[config.mk]
export PLATFORM = sky130hd
export DESIGN_NAME = pctr_ptrs
export DESIGN_NICKNAME = d
export VERILOG_FILES = /design/src/sv/pctr_pkg.sv /design/src/sv/pctr_ptrs.sv
export SDC_FILE = /design/constraint.sdc
export NUM_CORES = 1
export LEC_CHECK = 0
export BUFFER_PORTS_ARGS = -buffer_cell sky130_fd_sc_hd__clkbuf_2
export CORE_MARGIN = 2
export CORE_UTILIZATION = 35
export CTS_CLUSTER_SIZE = 20
export DETAILED_ROUTE_END_ITERATION = 8
export PLACE_DENSITY = 0.54
export SKIP_LAST_GASP = 1
export SLEW_MARGIN = 10
export SYNTH_ARGS = -nofsm -noshare
export SYNTH_HDL_FRONTEND = slang
export SYNTH_SLANG_ARGS = --single-unit
[constraint.sdc]
create_clock -name i_clk -period 2.9 [get_ports i_clk]
set_input_delay 0.29 -clock i_clk [delete_from_list [all_inputs] [get_ports i_clk]]
set_output_delay 0.29 -clock i_clk [all_outputs]
set_load 0.01 [all_outputs]
[src/sv/pctr_pkg.sv]
// pctr_pkg: shared types, codes and default sizes for the per-cpu trace ring
// no dependencies; every other file of the block but pctr_ram refers to it by scoped names
`timescale 1ns / 1ps

package pctr_pkg;

    localparam int NUM_CPUS_DEF   = 4;
    localparam int RING_DEPTH_DEF = 16;

    localparam int CPU_W  = 2;
    localparam int TYPE_W = 8;
    localparam int ARG_W  = 64;
    localparam int DROP_W = 32;

    localparam logic OP_EMIT = 1'b0;
    localparam logic OP_DUMP = 1'b1;

    typedef struct packed {
        logic              op;
        logic [CPU_W-1:0]  cpu_index;
        logic [TYPE_W-1:0] event_type;
        logic [ARG_W-1:0]  arg_one;
        logic [ARG_W-1:0]  arg_two;
        logic [ARG_W-1:0]  arg_three;
    } t_cmd;

    typedef struct packed {
        logic [CPU_W-1:0]  out_cpu;
        logic [DROP_W-1:0] out_dropped;
        logic [TYPE_W-1:0] out_type;
        logic [ARG_W-1:0]  out_arg_one;
        logic [ARG_W-1:0]  out_arg_two;
        logic [ARG_W-1:0]  out_arg_three;
        logic              last;
    } t_result;

    // one stored event, as held in the ring memory
    typedef struct packed {
        logic [TYPE_W-1:0] event_type;
        logic [ARG_W-1:0]  arg_one;
        logic [ARG_W-1:0]  arg_two;
        logic [ARG_W-1:0]  arg_three;
    } t_entry;

    localparam int ENTRY_W = $bits(t_entry);

    typedef struct packed {
        logic             en;
        logic [CPU_W-1:0] cpu;
    } t_emit_req;

    // side data that travels with a dump read
    typedef struct packed {
        logic              last;
        logic [CPU_W-1:0]  cpu;
        logic [DROP_W-1:0] dropped;
    } t_dump_meta;

endpackage

[src/sv/pctr_ptrs.sv]
// pctr_ptrs: head, tail and drop counter of every ring, updated by emits
// depends on pctr_pkg
`timescale 1ns / 1ps

module pctr_ptrs #(
    parameter int NUM_CPUS   = pctr_pkg::NUM_CPUS_DEF,
    parameter int RING_DEPTH = pctr_pkg::RING_DEPTH_DEF
) (
    input  logic                                            i_clk,
    input  logic                                            i_rst_n,
    input  pctr_pkg::t_emit_req                             i_emit,
    output logic [NUM_CPUS-1:0][$clog2(RING_DEPTH)-1:0]     o_head,
    output logic [NUM_CPUS-1:0][$clog2(RING_DEPTH)-1:0]     o_tail,
    output logic [NUM_CPUS-1:0][pctr_pkg::DROP_W-1:0]       o_drop
);

    localparam int PW  = $clog2(RING_DEPTH);
    localparam int CIW = (NUM_CPUS > 1) ? $clog2(NUM_CPUS) : 1;

    logic [NUM_CPUS-1:0][PW-1:0]               r_head, n_head;
    logic [NUM_CPUS-1:0][PW-1:0]               r_tail, n_tail;
    logic [NUM_CPUS-1:0][pctr_pkg::DROP_W-1:0] r_drop, n_drop;
    logic [CIW-1:0]                            w_ci;
    logic [PW-1:0]                             w_head_nxt;
    logic [PW-1:0]                             w_tail_nxt;

    assign w_ci       = i_emit.cpu[CIW-1:0];
    assign w_head_nxt = (r_head[w_ci] == PW'(RING_DEPTH - 1)) ? '0 : r_head[w_ci] + 1'b1;
    assign w_tail_nxt = (r_tail[w_ci] == PW'(RING_DEPTH - 1)) ? '0 : r_tail[w_ci] + 1'b1;

    always_comb begin
        n_head = r_head;
        n_tail = r_tail;
        n_drop = r_drop;
        if (i_emit.en) begin
            n_head[w_ci] = w_head_nxt;
            // ring full: overwrite the oldest event
            if (w_head_nxt == r_tail[w_ci]) begin
                n_tail[w_ci] = w_tail_nxt;
                n_drop[w_ci] = r_drop[w_ci] + 1'b1;
            end
        end
    end

    always_ff @(posedge i_clk) begin
        if (!i_rst_n) begin
            r_head <= '0;
            r_tail <= '0;
            r_drop <= '0;
        end else begin
            r_head <= n_head;
            r_tail <= n_tail;
            r_drop <= n_drop;
        end
    end

    assign o_head = r_head;
    assign o_tail = r_tail;
    assign o_drop = r_drop;

endmodule

==> results.py <==
metrics = {
    "outcome": {
        "status": "finished clean",
    },
    "clocking": {
        "path_clk_slew_ns": 0.07,
        "h-tree-depth": 4,
        "clk-insertion-delay-late_ns": 0.43,
        "ctsHoldBuffers": 0,
        "cts_root_buf": "clkbuf_16",
        "clockBufferDepth": 2,
        "cts_buffers": 17,
        "cts_sinks": 160,
        "cts_tree": "done",
    },
    "floorplanning": {
        "die_h_um": 147,
        "core_mm2": 0.0201,
        "fp-row-count": 52,
        "fp.dieArea_mm2": 0.0215,
        "num_io_pins": 165,
        "die_w_um": 147,
        "start_util_pct": 35.4,
    },
    "sta": {
        "relSlewSlack_pct": 65.8,
        "rsz0062_at_grt": "true",
        "fin_tns_setup_ns": 0,
        "fin_skew_ns": 0.0111,
        "worst_pin_slew_ns": 0.511,
        "min_period_ns": 2.80,
        "finalHoldViolCount": 0,
        "setup_violations": 0,
        "fin_crit_sh_pct": 96.6,
        "timing.fmax_mhz": 357,
        "report.final.slew_viol_count": 0,
    },
    "hold_path": {
        "worstHoldStart": "i_rst_n",
        "holdPathEnd": "o_drop[31]",
        "hold_path_class": "in2reg",
        "hold_depth": 3,
    },
    "finish": {
        "antennaDiodeCount": 0,
        "nFillCells": 1938,
        "stdcell_count": 1193,
        "drive_gt1_share_pct": 35.1,
        "syn2layout_area_growth_pct": 31.7,
        "nets": 919,
    },
    "yosys": {
        "synth_cells": 703,
        "seq_area_frac_synth_pct": 45.0,
        "synth.distinct_cells": 33,
        "syn_avg_cell_area_um2": 10.1,
        "syn-num-nets": 711,
        "synth_area_mm2": 0.00712,
        "ys_warn_count": 0,
        "synthArstFlopShare_pct": 0,
        "ys_ff_latch": 160,
        "yosys_most_used_dff": "dfxtp_1",
        "synth-edff-count": 0,
    },
    "global_routing": {
        "grt_overflow_total": 0,
        "grt_pass1_wl_mm": 32.1,
        "antenna_found_initial": 0,
        "grt_max_degree": 89,
        "grt_usage_pct": 18.9,
        "grt_pass1_vias": 5671,
    },
    "critical_path": {
        "critPathMaxStageDelay_ns": 0.51,
        "cpMaxStageDelayCell": "mux4_2",
        "required_ns": 3.20,
        "crit_type": "reg2reg",
        "worstPathMaxFanout": 19,
        "crit_path_cell_trace": "mux4_2, ha_1, xnor2_1, xor2_1, nand3_2, nor3b_4, buf_4, buf_12, mux2i_1, nor2_1",
        "critPathArrivalTime_ns": 3.10,
        "worst_setup_path_start_kind": "flip-flop",
        "startpoint": "o_head[12]",
        "worstReg2RegStart": "o_head[12]",
        "r2r_setup_slack_ns": 0.1,
        "end_kind": "flip-flop",
        "r2r_end": "o_drop[11]",
        "r2r_cells": 10,
    },
    "route": {
        "routed_wl_mm": 20.1,
        "drc_errors": 0,
        "dr.pass1.iters": 4,
        "antenna_left": 0,
        "drt_iter0_markers": 358,
        "avgRoutedWirePerCell_um": 16.9,
        "vias": 5943,
        "via_per_inst": 4.98,
    },
    "job": {
        "max_cap_violations": 0,
    },
    "placed_design": {
        "place_inst": 1162,
        "hpwl_mm": 14.5,
        "finalWeightedCongestion": 0.758,
        "io_buffers": 164,
    },
    "pwr": {
        "p_leak_nw": 3.55,
        "p_per_area_mw_per_mm2": 531,
        "irDropWorstVdd_uv": 388,
    },
}
## critical path: cells and delay by family, from the launching register on
kind / cells / cell delay, ns
buf+inv: 2 / 0.36
mux: 2 / 0.70
xor+xnor: 2 / 0.43
flops: 1 / 0.33
fa+ha+maj: 1 / 0.26
simple gates: 3 / 0.59
## what timing repair did
action                                  4_1_cts  5_1_grt
endpoints found under the setup margin        0       50
resized for setup                             0       13
endpoints found under the hold margin         0        0
setup buffers                                 0        0
## cells by family after synthesis
group                    count (synthesis)  share of synthesized area, %
AND/OR/NAND/NOR                        230                          13.7
flip-flops                             160                          45.0
AO/OA/AOI/OAI                          132                          13.4
multiplexers                            81                          18.4
buffers and inverters                   61                          4.53
XOR/XNOR                                36                          4.43
adder cells (fa/ha/maj)                  3                         0.527
## how the worst max path moves through the flow
stage and to:
6_report o_drop[11], 5_1_grt o_drop[7], 4_1_cts o_drop[28], 3_5_place_dp o_drop[28], 3_3_place_gp o_drop[17], 2_1_floorplan o_drop[101]
## cells in the mapped netlist, types with 2 or more instances
master / count / area (um2)
xnor2_1: 18 / 158
nor3_1: 5 / 25.0
nand3_1: 17 / 85.1
nor3b_1: 4 / 30.0
and3_1: 4 / 25.0
mux2i_1: 41 / 410
xor2_1: 18 / 158
nor2_1: 161 / 604
and2_1: 2 / 12.5
mux4_2: 40 / 901
buf_4: 17 / 128
a31oi_1: 2 / 12.5
a211oi_1: 107 / 803
dfxtp_1: 160 / 3200
ha_1: 3 / 37.5
clkbuf_1: 21 / 78.8
nand4_1: 10 / 62.6
inv_1: 3 / 11.3
nand2_1: 19 / 71.3
o21ai_1: 9 / 45.0
a21oi_1: 11 / 55.1
buf_2: 18 / 90.1
nor4_1: 3 / 18.8
## metrics by stage
step	hold slack [ns]	utilization (%)	power (mW)	instance area, um2	setup WS [ns]
6_report	0.251	46.6	4.98	9380	0.0986
5_1_grt	0.262	46.6	5.15	9380	-0.0354
4_1_cts	0.239	46.3	5.01	9320	0.0818
3_5_place_dp	0.471	43.3	2.62	8700	-0.152
3_3_place_gp	0.466	43.3	2.62	8700	-0.107
2_1_floorplan	0.490	-	2.51	7120	0.182
## power by group
part           switching (mW)  internal (mW)  total, mW  leakage [nW]
sequential             0.0265           2.23       2.26          1.29
clock                   0.916           1.48       2.40         0.303
combinational           0.186          0.136      0.322          1.96
## metal layers
layer  global-route usage [%]  wire [um]  up-vias
met3                     4.56       1130       14
met4                     5.44        219        0
met2                     28.3       9120      145
met1                     27.0       9670     2805
li1                         -          -     2979
met5                        0          0        -
## layout make-up
cell class | count | area (um2) | area share (%)
multi-input combinational | 482 | 3650 | 38.9
inverter | 4 | 17.5 | 0.187
sequential | 160 | 3200 | 34.2
clock buffer | 21 | 460 | 4.91
timing repair buffer | 246 | 1550 | 16.5
tap | 270 | 338 | 3.60
clock inverter | 10 | 160 | 1.71
## placed cells by master (no fill, tap or decap), types with 2 or more instances in the layout
| master | n |
|---|---|
| a31oi_1 | 2 |
| nand3_1 | 16 |
| clkinv_2 | 3 |
| buf_12 | 7 |
| nand4_1 | 10 |
| nor2_1 | 161 |
| buf_4 | 71 |
| and2_1 | 2 |
| nand2_1 | 19 |
| buf_8 | 2 |
| and3_1 | 4 |
| a21oi_1 | 11 |
| xor2_1 | 18 |
| clkbuf_1 | 2 |
| bufinv_16 | 4 |
| dfxtp_1 | 160 |
| xnor2_1 | 17 |
| o21ai_1 | 9 |
| clkbuf_16 | 17 |
| buf_6 | 2 |
| nor3_1 | 4 |
| mux4_2 | 40 |
| a211oi_1 | 107 |
| mux2i_1 | 41 |
| clkinv_4 | 2 |
| nor4_1 | 3 |
| ha_1 | 3 |
| nor3b_4 | 3 |
| inv_1 | 3 |
| clkbuf_8 | 2 |
| clkbuf_2 | 163 |
## state kept, by name (all words and copies together), names as in the netlist
name,cells
o_drop,128
o_head,16
o_tail,16
No activity file was read; power rests on OpenSTA's default activity.
