===== src/sv/pctr_ram.sv =====
// pctr_ram: generic single-port-write, single-port-read ram with registered read
// no dependencies
`timescale 1ns / 1ps

module pctr_ram #(
    parameter int WIDTH = 8,
    parameter int DEPTH = 16
) (
    input  logic                     i_clk,
    input  logic                     i_wr_en,
    input  logic [$clog2(DEPTH)-1:0] i_wr_addr,
    input  logic [WIDTH-1:0]         i_wr_data,
    input  logic                     i_rd_en,
    input  logic [$clog2(DEPTH)-1:0] i_rd_addr,
    output logic [WIDTH-1:0]         o_rd_data
);

    logic [WIDTH-1:0] r_mem [DEPTH];
    logic [WIDTH-1:0] r_rd_data;

    always_ff @(posedge i_clk) begin
        if (i_wr_en) begin
            r_mem[i_wr_addr] <= i_wr_data;
        end
        if (i_rd_en) begin
            r_rd_data <= r_mem[i_rd_addr];
        end
    end

    assign o_rd_data = r_rd_data;

endmodule


===== config.mk =====
export PLATFORM = sky130hd
export DESIGN_NAME = pctr_ram
export DESIGN_NICKNAME = d
export VERILOG_FILES = /design/src/sv/pctr_ram.sv
export SDC_FILE = /design/constraint.sdc
export NUM_CORES = 1
export LEC_CHECK = 0
export BUFFER_PORTS_ARGS = -buffer_cell sky130_fd_sc_hd__buf_2
export CAP_MARGIN = 20
export CORE_MARGIN = 4
export CORE_UTILIZATION = 50
export CTS_BUF_LIST = sky130_fd_sc_hd__clkbuf_4 sky130_fd_sc_hd__clkbuf_8
export CTS_CLUSTER_DIAMETER = 200
export DETAILED_ROUTE_END_ITERATION = 6
export PLACE_DENSITY = 0.7
export SLEW_MARGIN = 5
export SYNTH_ARGS = -nofsm -noshare
export SYNTH_HDL_FRONTEND = slang
export SYNTH_SLANG_ARGS = --single-unit

===== constraint.sdc =====
create_clock -name i_clk -period 1.7 [get_ports i_clk]
set_input_delay 0.34 -clock i_clk [delete_from_list [all_inputs] [get_ports i_clk]]
set_output_delay 0.34 -clock i_clk [all_outputs]
set_load 0.05 [all_outputs]

==> results of run 1 <==
## logic make-up (layout without fill, tap and decap cells)
group           count (synthesis)  in the layout  share of synthesized area
buf+inv                        10             82                     0.0165
flops                         136            136                      0.781
mux                            32             32                      0.148
compound gates                 16             16                     0.0230
simple gates                   35             35                     0.0314
## area by class of cell
| class | count | share of cell area |
|---|---|---|
| timing repair buffer | 50 | 0.0533 |
| tap | 136 | 0.0281 |
| clock inverter | 15 | 0.0304 |
| clock buffer | 17 | 0.0386 |
| sequential | 136 | 0.674 |
| multi-input combinational | 83 | 0.175 |
## worst reg2reg max path, cell delays in order (launching register included)
cell,delay [ns]
edfxtp_1,0.37
mux4_1,0.50
a22oi_1,0.28
nand2_1,0.08
## placed cells by master (no fill, tap or decap)
master / synthesis / layout
clkinv_1: 0 / 2
edfxtp_1: 136 / 136
mux4_2: 18 / 18
nand3b_1: 2 / 2
nand2b_1: 2 / 2
a22oi_1: 16 / 16
nor2_1: 13 / 13
mux4_1: 14 / 14
bufinv_16: 0 / 4
clkbuf_8: 0 / 17
nand2_1: 9 / 9
and2_1: 1 / 1
buf_2: 3 / 26
nor3_2: 0 / 1
buf_4: 1 / 23
clkinv_2: 0 / 5
clkinvlp_4: 0 / 3
or3b_2: 1 / 1
nand3_1: 1 / 1
buf_12: 0 / 1
nor3_1: 4 / 3
and2b_1: 1 / 1
nor2b_1: 1 / 1
clkinv_4: 0 / 1
## metrics by stage
step	cells	power [mW]
2_1_floorplan	229	4.11
3_3_place_gp	405	4.26
3_5_place_dp	405	4.27
4_1_cts	437	6.97
5_1_grt	437	7.18
6_report	437	6.92
## power groups by stage
stage	clock network [mW]	logic [mW]	registers, mW
after floorplan	0	0.191	3.92
final	2.73	0.397	3.79
after global routing	2.96	0.425	3.80
after global placement	0	0.396	3.86
after detailed placement	0	0.404	3.87
after CTS	2.77	0.405	3.79
## routing by layer
layer | vias up | global-route usage | share of wire | wire (um)
met5 | - | 0 | 0 | 0
met4 | 0 | 0.0633 | 0.013 | 122
met3 | 10 | 0.0530 | 0.059 | 547
met2 | 73 | 0.261 | 0.50 | 4590
met1 | 1243 | 0.226 | 0.43 | 3940
li1 | 1097 | - | - | -
## flip-flops by register name, summed over array words and instances, names as in the netlist
| signal | count |
|---|---|
| r_mem | 128 |
| o_rd_data | 8 |
## path summary, 6_finish.rpt
kind	endpoint	slack (ns)	depth (start not counted)
worst max register to register	o_rd_data[1]	0.22	3
worst min-delay path	o_rd_data[0]	0.28	1
worst max-delay path	o_rd_data[1]	0.22	3
worst min register to register	o_rd_data[1]	0.75	3
==> impl_metrics.csv, run 1 <==
group,metric,value,unit
layout,seqCellArea,4080,sq um
floorplanning,die_area,12200,sq um
floorplanning,die_y,110,um
worst_setup_path,crit_path_end_kind,"register",
power_and_ir_drop,pwr-share-comb,0.057,
detailed_routing,final_antenna_net_count,0,
logic_synthesis,synth_flop_cell,"edfxtp_1",
logic_synthesis,async_reset_ff_frac,0,
sta,rsz0062_at_grt,"false",
cts,htreeDepth,4,
cts,numCtsBuffers,17,
worst_setup_path,crit_chain,"mux4_1, a22oi_1, nand2_1",
power_and_ir_drop,power.share.clock,0.395,
sta,max_freq,677,MHz
logic_synthesis,ys_ff_latch,136,
sta,postLayoutSetupSlackWorst,0.222,ns
floorplanning,fp-row-count,37,
floorplanning,io-pin-count,27,
global_route,grt_pass1_vias,2487,
global_route,grt_use_total,0.168,
logic_synthesis,ys_seq_area_frac,0.781,
cts,clock-sinks,136,
detailed_routing,avgViaCountPerCell,5.54,
cts,clk_pin_slew,0.07,ns
logic_synthesis,synth_top_area_frac,0.781,
hold_path,hp-class,"input pin to register",
detailed_routing,wl_per_cell,21.1,um
logic_synthesis,syn_nets,248,
cts,clock_path_buffers,2,
logic_synthesis,synth.distinct_cells,18,
logic_synthesis,syn_inst,229,
worst_setup_path,crit_buf_inv,0,
floorplanning,start_util,0.511,
cts,cts_hold_buf,0,
layout,drive_above_1_share,0.332,
worst_setup_path,critPathMaxStageDelay,0.50,ns
sta,worst_pin_slew,0.615,ns
cts,root_buffer,"clkbuf_8",
worst_setup_path,cp_top_family,"multiplexers",
layout,final_area,6060,sq um
sta,relSlewSlack,0.589,
power_and_ir_drop,p_sw_frac,0.206,
cts,cts_tree,"done",
global_route,grt_max_degree,17,
worst_setup_path,critPathKind,"register to register",
worst_setup_path,worstPathArrival,1.65,ns
detailed_routing,drt_iter0_drc,217,
logic_synthesis,syn-cell-area,5230,sq um
sta,hold_ws,0.276,ns
layout,nFillCells,714,
power_and_ir_drop,powerDensity,1140,nW/um^2
power_and_ir_drop,p_int,5.50,mW
place,dp_hpwl,6080,um
run_status,status,"complete, no violations",
hold_path,min_from,"i_rd_en",
logic_synthesis,yosysTopAreaCell,"edfxtp_1",
detailed_routing,firstDrtPassIters,4,
sta,period_share,0.869,
worst_setup_path,crit_required,1.88,ns
sta,hold_viol,0,
layout,area_growth,15.9,%
place,gp_congestion,0.763,
logic_synthesis,synth.most_common_cell,"edfxtp_1",
layout,diodes,0,
global_route,antenna_found_initial,0,
logic_synthesis,synth_edf_count,136,
global_route,grt_pass1_wl,14000,um
sta,slew_violations,0,
power_and_ir_drop,power.share.sequential,0.548,
sta,setup_tns,0,ns
cts,cts_setup_buffers,0,
worst_setup_path,r2r_start,"r_mem[2][1]",
logic_synthesis,yosys_warnings,0,
power_and_ir_drop,peakVddDrop,0.000453,V
power_and_ir_drop,switchingPower,1.42,mW
detailed_routing,drcViolationCount,0,
place,dpl_cell_area,5640,sq um
place,post-place-ws,-0.236,ns
sta,period_minus_slack,1.48,ns
worst_setup_path,critical_path_peak_fanout,1,
layout,nNetsFinal,307,
worst_setup_path,cp-startpoint,"r_mem[2][1]",
logic_synthesis,synth_area_leaders,"edfxtp_1 78%, mux4_2 7.8%, mux4_1 7.0%, a22oi_1 2.3%, nor2_1 0.93%",
worst_setup_path,critPathLaunchType,"register",
floorplanning,fp.coreArea,10200,sq um
sta,setup_viol_count_final,0,
cts,cts_resized,0,
layout,multi_input_area,1060,sq um
flow_run,drv_cap,0,
floorplanning,die_w,110,um
power_and_ir_drop,p_leak,2.05,nW
logic_synthesis,syn_avg_cell_area,22.8,sq um
place,io_buffers,26,
layout,post-route-util,0.592,
worst_setup_path,slowest_stage,"mux4_1",
cts,clk_latency,0.43,ns
logic_synthesis,synth_commonest_cells,"136 x edfxtp_1, 18 x mux4_2, 16 x a22oi_1, 14 x mux4_1, 13 x nor2_1",
detailed_routing,dr_total_vias,2423,
global_route,overflow,0,
sta,skew,0.00737,ns
detailed_routing,wl,9200,um
Power figures use the tool's default switching activity.
==> run 2, diff against run 1 <==
--- a/config.mk
+++ b/config.mk
@@ -8,11 +8,10 @@
 export BUFFER_PORTS_ARGS = -buffer_cell sky130_fd_sc_hd__buf_2
 export CAP_MARGIN = 20
 export CORE_MARGIN = 4
-export CORE_UTILIZATION = 50
+export CORE_UTILIZATION = 40
 export CTS_BUF_LIST = sky130_fd_sc_hd__clkbuf_4 sky130_fd_sc_hd__clkbuf_8
-export CTS_CLUSTER_DIAMETER = 200
+export CTS_CLUSTER_DIAMETER = 60
 export DETAILED_ROUTE_END_ITERATION = 6
-export PLACE_DENSITY = 0.7
 export SLEW_MARGIN = 5
 export SYNTH_ARGS = -nofsm -noshare
 export SYNTH_HDL_FRONTEND = slang
==> run 2 against run 1 <==
Effect of this change: largest power group unchanged; largest cell class unchanged; sequential share of layout area fell by 1.1 points; sequential cell count did not move; wire length grew 4.1%; clock power shrank 4%; setup slack worse by 0.013 ns; hold slack improved by 0.017 ns; critical path depth is the same; global-route usage fell by 2.6 points; maximum frequency is 0.85% lower; die area is 23% higher.
==> impl_metrics.csv, run 2 (same netlist as run 1, synthesis figures left out) <==
group,metric,value,unit
run_status,status,"complete, no violations",
worst_setup_path,critPathMaxStageDelay,0.50,ns
hold_path,min_from,"i_wr_data[7]",
global_route,grt_use_total,0.143,
floorplanning,die_area,15000,sq um
detailed_routing,drcViolationCount,0,
sta,worst_pin_slew,0.754,ns
sta,skew,0.00937,ns
place,gp_congestion,0.737,
cts,numCtsBuffers,17,
layout,final_common_cell,"edfxtp_1",
layout,diodes,0,
cts,clk_latency,0.42,ns
cts,clock_path_buffers,2,
floorplanning,die_w,122,um
worst_setup_path,worstPathArrival,1.66,ns
detailed_routing,wl_per_cell,20.0,um
floorplanning,fp-row-count,41,
layout,mostFrequentLayoutCells,"136 x edfxtp_1, 27 x buf_4, 26 x buf_2, 18 x mux4_2, 17 x clkbuf_8",
worst_setup_path,crit_required,1.87,ns
place,dp_hpwl,6370,um
sta,period_minus_slack,1.49,ns
global_route,grt_pass1_vias,2523,
worst_setup_path,critical_path_peak_fanout,1,
layout,drive_above_1_share,0.352,
floorplanning,start_util,0.411,
layout,instances_no_fill,479,
floorplanning,die_y,122,um
sta,slew_violations,0,
sta,hold_viol,0,
power_and_ir_drop,powerDensity,1110,nW/um^2
cts,root_buffer,"clkbuf_8",
detailed_routing,final_antenna_net_count,0,
place,dp.cells,447,
worst_setup_path,cp-startpoint,"r_mem[1][2]",
cts,cts_hold_buf,0,
cts,cts_tree,"done",
place,io_buffers,26,
global_route,grt_pass1_wl,14900,um
floorplanning,io-pin-count,27,
power_and_ir_drop,peakVddDrop,0.000537,V
sta,setup_tns,0,ns
layout,largest-register,"r_mem",
sta,period_share,0.877,
cts,cts_resized,0,
layout,area_growth,17.8,%
cts,clock-sinks,136,
sta,postLayoutSetupSlackWorst,0.210,ns
cts,cts_setup_buffers,0,
global_route,grt_max_degree,28,
power_and_ir_drop,p_leak,2.08,nW
flow_run,drv_cap,0,
power_and_ir_drop,report.power.total,6.84,mW
worst_setup_path,r2r_start,"r_mem[1][2]",
detailed_routing,firstDrtPassIters,4,
worst_setup_path,critPathLaunchType,"register",
sta,max_freq,671,MHz
detailed_routing,drt_iter0_drc,210,
cts,htreeDepth,4,
sta,rsz0062_at_grt,"false",
worst_setup_path,crit_chain,"mux4_1, a22oi_1, nand2_1",
global_route,overflow,0,
place,post-place-ws,-0.202,ns
cts,clk_pin_slew,0.07,ns
detailed_routing,wl,9580,um
detailed_routing,dr_total_vias,2428,
floorplanning,fp.coreArea,12700,sq um
worst_setup_path,slowest_stage,"mux4_1",
sta,setup_viol_count_final,0,
global_route,antenna_found_initial,0,
layout,largest_reg_flops,128,
worst_setup_path,crit_path_end_kind,"register",
worst_setup_path,critPathKind,"register to register",
sta,relSlewSlack,0.497,
hold_path,hp-class,"input pin to register",
layout,nNetsFinal,313,
detailed_routing,avgViaCountPerCell,5.07,
==> run 2: cell types whose count changed in the layout (fill, tap and decap cells not counted), sizes merged <==
cell | before | now
clkinv | 8 | 7
buf | 50 | 56
bufinv | 4 | 3
clkbuf | 17 | 19
==> run 2: layout make-up <==
class | instances | area (sq um)
clock buffer | 19 | 249
clock inverter | 13 | 155
fill | 1069 | 6560
multi-input combinational | 83 | 1060
sequential | 136 | 4080
tap | 172 | 215
timing repair buffer | 56 | 393
==> run 2: critical path: cells and delay by family (launching register included) <==
family / cells / cell delay [ns]
and+or+nand+nor: 1 / 0.09
muxes: 1 / 0.50
DFF: 1 / 0.36
AOI/OAI and AO/OA: 1 / 0.29
==> run 2: stage by stage <==
stage                util  area [sq um]  hold slack [ns]
floorplan               -          5230            0.439
finish              0.484          6160            0.293
global placement    0.452          5750            0.729
CTS                 0.484          6160            0.261
global route        0.484          6160            0.262
detailed placement  0.452          5750            0.730
==> run 2: layer usage <==
metal / wire length, um / global-route usage / up-vias / share of wire
met5: 0 / 0 / - / 0
li1: - / - / 1107 / -
met2: 4710 / 0.222 / 67 / 0.49
met3: 444 / 0.0419 / 7 / 0.046
met4: 126 / 0.0588 / 0 / 0.013
met1: 4300 / 0.190 / 1247 / 0.45
==> run 2: path summary, 6_finish.rpt <==
path                            slack (ns)      endpoint  depth (start not counted)
worst max-delay path                  0.21  o_rd_data[2]                          3
worst min-delay path                  0.29   r_mem[9][7]                          1
worst max register to register        0.21  o_rd_data[2]                          3
worst min register to register        0.74  o_rd_data[0]                          3
==> run 2: power breakdown <==
part / total [mW] / internal, mW / switching, mW
Combinational: 0.410 / 0.160 / 0.250
Sequential: 3.79 / 3.77 / 0.0176
Clock: 2.63 / 1.47 / 1.16
Total: 6.84 / 5.41 / 1.43
