$ cat src/sv/pctr_pkg.sv
// pctr_pkg: shared types, codes and default sizes for the per-cpu trace ring
// no dependencies; every other file of the block but pctr_ram refers to it by scoped names
`timescale 1ns / 1ps

package pctr_pkg;

    localparam int NUM_CPUS_DEF   = 4;
    localparam int RING_DEPTH_DEF = 16;

    localparam int CPU_W  = 2;
    localparam int TYPE_W = 8;
    localparam int ARG_W  = 64;
    localparam int DROP_W = 32;

    localparam logic OP_EMIT = 1'b0;
    localparam logic OP_DUMP = 1'b1;

    typedef struct packed {
        logic              op;
        logic [CPU_W-1:0]  cpu_index;
        logic [TYPE_W-1:0] event_type;
        logic [ARG_W-1:0]  arg_one;
        logic [ARG_W-1:0]  arg_two;
        logic [ARG_W-1:0]  arg_three;
    } t_cmd;

    typedef struct packed {
        logic [CPU_W-1:0]  out_cpu;
        logic [DROP_W-1:0] out_dropped;
        logic [TYPE_W-1:0] out_type;
        logic [ARG_W-1:0]  out_arg_one;
        logic [ARG_W-1:0]  out_arg_two;
        logic [ARG_W-1:0]  out_arg_three;
        logic              last;
    } t_result;

    // one stored event, as held in the ring memory
    typedef struct packed {
        logic [TYPE_W-1:0] event_type;
        logic [ARG_W-1:0]  arg_one;
        logic [ARG_W-1:0]  arg_two;
        logic [ARG_W-1:0]  arg_three;
    } t_entry;

    localparam int ENTRY_W = $bits(t_entry);

    typedef struct packed {
        logic             en;
        logic [CPU_W-1:0] cpu;
    } t_emit_req;

    // side data that travels with a dump read
    typedef struct packed {
        logic              last;
        logic [CPU_W-1:0]  cpu;
        logic [DROP_W-1:0] dropped;
    } t_dump_meta;

endpackage

$ cat src/sv/pctr_walk.sv
// pctr_walk: dump sequencer, walks every ring from tail to head and issues ram reads
// depends on pctr_pkg
`timescale 1ns / 1ps

module pctr_walk #(
    parameter int NUM_CPUS   = pctr_pkg::NUM_CPUS_DEF,
    parameter int RING_DEPTH = pctr_pkg::RING_DEPTH_DEF
) (
    input  logic                                               i_clk,
    input  logic                                               i_rst_n,
    input  logic                                               i_dump_go,
    input  logic [NUM_CPUS-1:0][$clog2(RING_DEPTH)-1:0]        i_head,
    input  logic [NUM_CPUS-1:0][$clog2(RING_DEPTH)-1:0]        i_tail,
    input  logic [NUM_CPUS-1:0][pctr_pkg::DROP_W-1:0]          i_drop,
    output logic                                               o_busy,
    output logic                                               o_rd_en,
    output logic [$clog2(NUM_CPUS*RING_DEPTH)-1:0]             o_rd_addr,
    output pctr_pkg::t_dump_meta                               o_meta
);

    localparam int PW  = $clog2(RING_DEPTH);
    localparam int AW  = $clog2(NUM_CPUS * RING_DEPTH);
    localparam int CIW = (NUM_CPUS > 1) ? $clog2(NUM_CPUS) : 1;

    localparam logic S_IDLE = 1'b0;
    localparam logic S_WALK = 1'b1;

    logic                       r_state, n_state;
    logic [pctr_pkg::CPU_W-1:0] r_cpu, n_cpu;
    logic [PW-1:0]              r_cur, n_cur;
    logic [CIW-1:0]             w_ci;
    logic [PW-1:0]              w_cur_nxt;
    logic [PW-1:0]              w_next_tail;
    logic                       w_later;
    logic                       w_last;

    assign w_ci      = r_cpu[CIW-1:0];
    assign w_cur_nxt = (r_cur == PW'(RING_DEPTH - 1)) ? '0 : r_cur + 1'b1;

    // any non-empty ring after the current one, and the tail of the next ring
    always_comb begin
        w_later     = 1'b0;
        w_next_tail = '0;
        for (int c = 0; c < NUM_CPUS; c++) begin
            if (pctr_pkg::CPU_W'(c) > r_cpu && i_head[c] != i_tail[c]) begin
                w_later = 1'b1;
            end
            if (pctr_pkg::CPU_W'(c) == r_cpu + 1'b1) begin
                w_next_tail = i_tail[c];
            end
        end
    end

    assign w_last = (w_cur_nxt == i_head[w_ci]) && !w_later;

    always_comb begin
        n_state   = r_state;
        n_cpu     = r_cpu;
        n_cur     = r_cur;
        o_rd_en   = 1'b0;
        unique case (r_state)
            S_IDLE: begin
                if (i_dump_go) begin
                    n_state = S_WALK;
                    n_cpu   = '0;
                    n_cur   = i_tail[0];
                end
            end
            S_WALK: begin
                if (r_cur == i_head[w_ci]) begin
                    // ring exhausted or empty
                    if (r_cpu == pctr_pkg::CPU_W'(NUM_CPUS - 1)) begin
                        n_state = S_IDLE;
                    end else begin
                        n_cpu = r_cpu + 1'b1;
                        n_cur = w_next_tail;
                    end
                end else begin
                    o_rd_en = 1'b1;
                    n_cur   = w_cur_nxt;
                    if (w_last) begin
                        n_state = S_IDLE;
                    end
                end
            end
            default: begin
                n_state = S_IDLE;
            end
        endcase
    end

    assign o_rd_addr      = AW'(AW'(r_cpu) * AW'(RING_DEPTH)) + AW'(r_cur);
    assign o_meta.last    = w_last;
    assign o_meta.cpu     = r_cpu;
    assign o_meta.dropped = i_drop[w_ci];
    assign o_busy         = (r_state == S_WALK);

    always_ff @(posedge i_clk) begin
        if (!i_rst_n) begin
            r_state <= S_IDLE;
            r_cpu   <= '0;
            r_cur   <= '0;
        end else begin
            r_state <= n_state;
            r_cpu   <= n_cpu;
            r_cur   <= n_cur;
        end
    end

endmodule

$ cat config.mk
export PLATFORM = sky130hd
export DESIGN_NAME = pctr_walk
export DESIGN_NICKNAME = d
export VERILOG_FILES = /design/src/sv/pctr_pkg.sv /design/src/sv/pctr_walk.sv
export SDC_FILE = /design/constraint.sdc
export NUM_CORES = 1
export LEC_CHECK = 0
export BUFFER_PORTS_ARGS = -buffer_cell sky130_fd_sc_hd__buf_2
export CAP_MARGIN = 40
export CORE_AREA = 2 2 80 82
export CTS_CLUSTER_SIZE = 16
export DETAILED_ROUTE_END_ITERATION = 12
export DIE_AREA = 0 0 82 84
export PLACE_DENSITY = 0.72
export SETUP_SLACK_MARGIN = 0.15
export SLEW_MARGIN = 20
export SYNTH_ARGS = -nofsm -noshare
export SYNTH_HDL_FRONTEND = slang
export SYNTH_SLANG_ARGS = --single-unit
export TNS_END_PERCENT = 20
$ cat constraint.sdc
create_clock -name i_clk -period 4.2 [get_ports i_clk]
set_clock_uncertainty 0.1 [all_clocks]
set_input_delay 0.21 -clock i_clk [delete_from_list [all_inputs] [get_ports i_clk]]
set_output_delay 0.21 -clock i_clk [all_outputs]
set_load 0.02 [all_outputs]
==> results.cfg, run 1 <==
[status]
status = finished clean

[critical_path]
cpMaxStageDelayCell = dfxtp_2
max_stage_delay_ns = 0.78
worstPathRequired_ns = 3.89
critPathBufInv = 1
crit_chain = mux4_1, xnor2_1, nand4_2, and2_1, buf_2
crit_fanout = 24
start_kind = register
cp_top_family = flip-flops
endpoint_kind = output pin
crit_type = reg2out
critPathArrivalTime_ns = 2.60

[finish]
fill_cells = 618
syn2layout_area_growth_pct = 64.8
drive_gt1_share_pct = 71.3
nets = 518

[clocking]
ctsResizeCount = 0
cts_buffers = 3
ctsHoldBuffers = 0
cts_tree = yes
clkLatencyLatePin_ns = 0.23
h-tree-depth = 1
clk_pin_slew_ns = 0.04
post-cts-setup-buffers = 0
cts_sinks = 7
clk_path_buf_depth = 2
clockRootBuffer = clkbuf_8

[logic_synthesis]
synthFlopType = dfxtp_1
yosysTopAreaCell = mux4_2
synth_top_area_share_pct = 43.1
synth-seq-cells = 7
netlist_top_cells_area = mux4_2, dfxtp_1, xor2_1, mux4_1, ha_1
ys_seq_area_share_pct = 8.13
synth_cell_type_count = 40
syn_inst = 151
synth_edf_count = 0
syn-cell-area_mm2 = 0.00172
ys_warn_count = 0
synth.most_common_cell = mux4_2
yosys-top-cells-count = mux4_2, xor2_1, inv_1
syn_avg_cell_area_um2 = 11.4
synth_nets = 319
async_reset_ff_share_pct = 0

[placed_design]
dp_hpwl_mm = 7.38
gp_congestion = 0.995
portBuffers = 205

[sta]
period_needed_ns = 2.91
tightest_slew_ns = 0.716
slew_headroom_pct = 52.2
rsz0062_at_grt = false
timing.setup.tns_ns = 0
fin_crit_sh_pct = 69.2
drv_slew = 0
setup_viol = 0
fmax_ghz = 0.344
hold_viol = 0

[global_route]
grt_use_total_pct = 22.7
grt_max_degree = 26
overflow = 0
grt_pass1_vias = 2236
grt_pass1_wl_mm = 11.8
antenna_found_initial = 3

[power]
sequentialPowerShare_pct = 19.4
p_int_mw = 0.290
power_frac_comb_pct = 60.8
ir_drop_v = 0.000248
p_sw_share_pct = 39.6
p_leak_nw = 1.35
power_per_cell_area_mw_per_mm2 = 169
power_mw = 0.481
power_frac_clock_pct = 19.7
net-switching-power_mw = 0.191

[min_path]
hp-class = in2reg

[routing]
vias_per_cell = 5.45
ant_nets = 0
first_pass_iters = 4
routed_wl_mm = 8.52
wl_per_cell_um = 20.0
drt-initial-drc-count = 64
drc = 0
dr_total_vias = 2329

[floorplan]
num_rows = 29
die_w_um = 82
die_y_um = 84
initial_core_util_pct = 28.3
die_area_mm2 = 0.00689
core_mm2 = 0.00610
ios = 206

[flow_run]
cap_violations = 0
-- layer usage --
metal / up-vias / track usage (%) / wire length [um]
met3: 14 / 10.3 / 1230
met2: 156 / 37.3 / 3910
li1: 1031 / - / -
met5: - / 0 / 24
met1: 1124 / 27.5 / 3220
met4: 4 / 3.79 / 139
-- final timing paths --
check             startpoint        to  slack [ns]  cells past startpoint
hold reg to reg     r_cur[1]  r_cur[1]        0.50                      2
hold / removal       i_rst_n  r_cpu[1]        0.20                      3
setup / recovery    r_cpu[0]   o_rd_en        1.29                      5
setup reg to reg    r_cpu[0]  r_cur[1]        1.52                      5
-- layout make-up --
type	instances	area [um2]	share of cell area [%]
diodes	1	2.50	0.0881
clock buffers	4	45.0	1.59
repair buffers	207	1040	36.6
well taps	77	96.3	3.39
multi-input cells	121	1480	52.0
inverters	10	37.5	1.32
flip-flops and latches	7	143	5.02
-- power by group through the flow --
stage / logic, mW / registers (mW) / clock network, mW
global route: 0.313 / 0.0955 / 0.0997
detailed placement: 0.290 / 0.0939 / 0
finish: 0.293 / 0.0934 / 0.0950
CTS: 0.292 / 0.0928 / 0.0956
floorplan: 0.155 / 0.0929 / 0
global placement: 0.286 / 0.0937 / 0
-- state kept, by name (all words and copies together), names as in the netlist --
register  cells
r_cur         4
r_cpu         2
o_busy        1
-- cells by family (layout without fill, tap and decap cells) --
| logic type | Yosys count | count (layout) | share of synthesized area, % |
|---|---|---|---|
| xor gates and xnor gates | 21 | 21 | 11.5 |
| and+or+nand+nor | 25 | 25 | 8.27 |
| adders and majority gates | 5 | 5 | 3.63 |
| AOI/OAI and AO/OA | 34 | 34 | 14.5 |
| other | 0 | 1 | 0 |
| DFF | 7 | 7 | 8.13 |
| muxes | 36 | 36 | 47.7 |
| buffers and inverters | 23 | 221 | 6.24 |
-- stage by stage --
step	instance area [um2]	hold slack [ns]	instances	utilization, %	setup slack (ns)
floorplan	1720	0.241	151	-	1.59
global placement	2790	0.407	422	45.8	1.63
detailed placement	2790	0.417	422	45.8	1.53
CTS	2840	0.181	426	46.6	1.29
global route	2840	0.204	426	46.6	1.10
finish	2840	0.197	427	46.6	1.29
-- layout by cell type (no fill, tap or decap), types with 5 or more instances in the layout --
cell type	netlist	routed
xnor2_1	6	6
a21oi_1	6	6
xor2_1	13	13
ha_1	5	5
dfxtp_1	7	5
nand2_1	7	7
a221oi_1	6	6
buf_2	2	205
inv_1	10	10
mux4_2	33	33
-- worst min-delay path, delay by kind of cell --
kind | cells | cell delay (ns)
compound gates | 1 | 0.04
buf+inv | 2 | 0.23
Note: power is estimated with default switching activity, not from simulation.
==> run 2, diff against run 1 <==
--- a/config.mk
+++ b/config.mk
@@ -7,11 +7,11 @@
 export LEC_CHECK = 0
 export BUFFER_PORTS_ARGS = -buffer_cell sky130_fd_sc_hd__buf_2
 export CAP_MARGIN = 40
-export CORE_AREA = 2 2 80 82
+export CORE_AREA = 2 2 79 81
 export CTS_CLUSTER_SIZE = 16
 export DETAILED_ROUTE_END_ITERATION = 12
-export DIE_AREA = 0 0 82 84
-export PLACE_DENSITY = 0.72
+export DIE_AREA = 0 0 81 83
+export PLACE_DENSITY = 0.73
 export SETUP_SLACK_MARGIN = 0.15
 export SLEW_MARGIN = 20
 export SYNTH_ARGS = -nofsm -noshare
==> constraint.sdc (replaced) <==
create_clock -name i_clk -period 3 [get_ports i_clk]
set_clock_uncertainty 0.1 [all_clocks]
set_input_delay 0.15 -clock i_clk [delete_from_list [all_inputs] [get_ports i_clk]]
set_output_delay 0.15 -clock i_clk [all_outputs]
set_load 0.02 [all_outputs]
==> results.cfg, run 2 (synthesis results as in run 1) <==
[sta]
fmax_ghz = 0.397
period_needed_ns = 2.52
tightest_slew_ns = 0.450
rsz0062_at_grt = false
setup_viol = 0
timing.setup.tns_ns = 0
hold_viol = 0
drv_slew = 0
holdWs_ns = 0.129
fin_crit_sh_pct = 83.9
slew_headroom_pct = 69.9

[routing]
wl_per_cell_um = 18.5
vias_per_cell = 5.34
first_pass_iters = 5
drc = 0
ant_nets = 0
dr_total_vias = 2270
routed_wl_mm = 7.88
drt-initial-drc-count = 193

[power]
p_leak_nw = 1.36
p_sw_share_pct = 39.7
power_frac_clock_pct = 21.1
power_frac_comb_pct = 60.3
net-switching-power_mw = 0.269
p_int_mw = 0.408
power_per_cell_area_mw_per_mm2 = 238
sequentialPowerShare_pct = 18.5
ir_drop_v = 0.000153

[critical_path]
cpMaxStageDelayCell = dfxtp_2
crit_chain = buf_4, ha_1, inv_1, o41ai_1, o311ai_0, nor3_1, buf_2
crit_type = reg2out
r2r-start = r_cpu[0]
setup.worst_path.start = r_cpu[0]
critPathBufInv = 3
worstPathRequired_ns = 2.75
critPathArrivalTime_ns = 2.27
cp_top_family = buffers and inverters
start_kind = register
max_stage_delay_ns = 0.41
crit_fanout = 21
endpoint_kind = output pin

[global_route]
grt_pass1_wl_mm = 12.0
overflow = 0
grt_use_total_pct = 23.1
grt_pass1_vias = 2340
grt_max_degree = 36
antenna_found_initial = 0

[finish]
regMostFlops = r_cur
syn2layout_area_growth_pct = 64.9
final_core_util_pct = 48.9
diodes = 0
fin_cells = 425
largest_reg_flops = 4
final_cell_mix = buf_2, mux4_2, xor2_1
drive_gt1_share_pct = 71.4
nets = 519
layout_commonest_cell = buf_2

[status]
status = finished clean

[placed_design]
dp_hpwl_mm = 6.92
dpl.cell_count = 421
gp_congestion = 0.893
portBuffers = 205

[floorplan]
num_rows = 28
die_y_um = 83
core_mm2 = 0.00582
die_area_mm2 = 0.00672
initial_core_util_pct = 29.6
die_w_um = 81
ios = 206

[clocking]
cts_buffers = 3
clk_pin_slew_ns = 0.05
clockRootBuffer = clkbuf_8
ctsHoldBuffers = 0
cts_tree = yes
post-cts-setup-buffers = 0
h-tree-depth = 1
clk_path_buf_depth = 2
cts_sinks = 7
clkLatencyLatePin_ns = 0.24
ctsResizeCount = 0

[min_path]
hp-class = in2reg
hp-start = i_rst_n

[flow_run]
cap_violations = 0
run 2: final timing paths:
path | end | slack, ns | depth (start not counted)
min reg2reg | r_cur[1] | 0.47 | 2
max | o_meta[34] | 0.48 | 7
min | r_cpu[0] | 0.13 | 2
max reg2reg | r_cur[3] | 0.73 | 8
run 2: final cells by class:
cell class / count / area, um2
multi-input combinational: 121 / 1480
clock buffer: 4 / 45.0
inverter: 10 / 37.5
timing repair buffer: 208 / 1050
tap: 75 / 93.8
fill: 582 / 2970
sequential: 7 / 143
run 2: power groups by stage:
stage          Clock (mW)  Combinational (mW)  Sequential (mW)
2_1_floorplan           0               0.217            0.130
3_3_place_gp            0               0.402            0.127
3_5_place_dp            0               0.407            0.127
4_1_cts             0.142               0.409            0.125
5_1_grt             0.145               0.440            0.128
6_report            0.143               0.408            0.125
run 2: worst reg2reg max path: stages (launching register included):
cell and delay [ns]:
dfxtp_2 0.41, buf_4 0.35, inv_1 0.12, ha_1 0.29
nor2b_1 0.24, a221oi_1 0.11, nor3_1 0.18, a21oi_1 0.07
a221oi_1 0.31
run 2: metrics by stage:
| stage | cell area, um2 | power [mW] | worst slack (ns) |
|---|---|---|---|
| after floorplan | 1720 | 0.347 | 0.433 |
| after global placement | 2800 | 0.529 | 0.794 |
| after detailed placement | 2800 | 0.533 | 0.721 |
| after CTS | 2840 | 0.676 | 0.506 |
| after global routing | 2840 | 0.713 | 0.352 |
| final | 2840 | 0.676 | 0.484 |
run 2: routing by layer:
| metal | up-vias | GRT usage, % | routed length (um) |
|---|---|---|---|
| li1 | 1032 | - | - |
| met1 | 1065 | 28.0 | 2820 |
| met2 | 160 | 41.2 | 4160 |
| met3 | 13 | 3.59 | 757 |
| met4 | 0 | 6.93 | 147 |
| met5 | - | 0 | 0 |
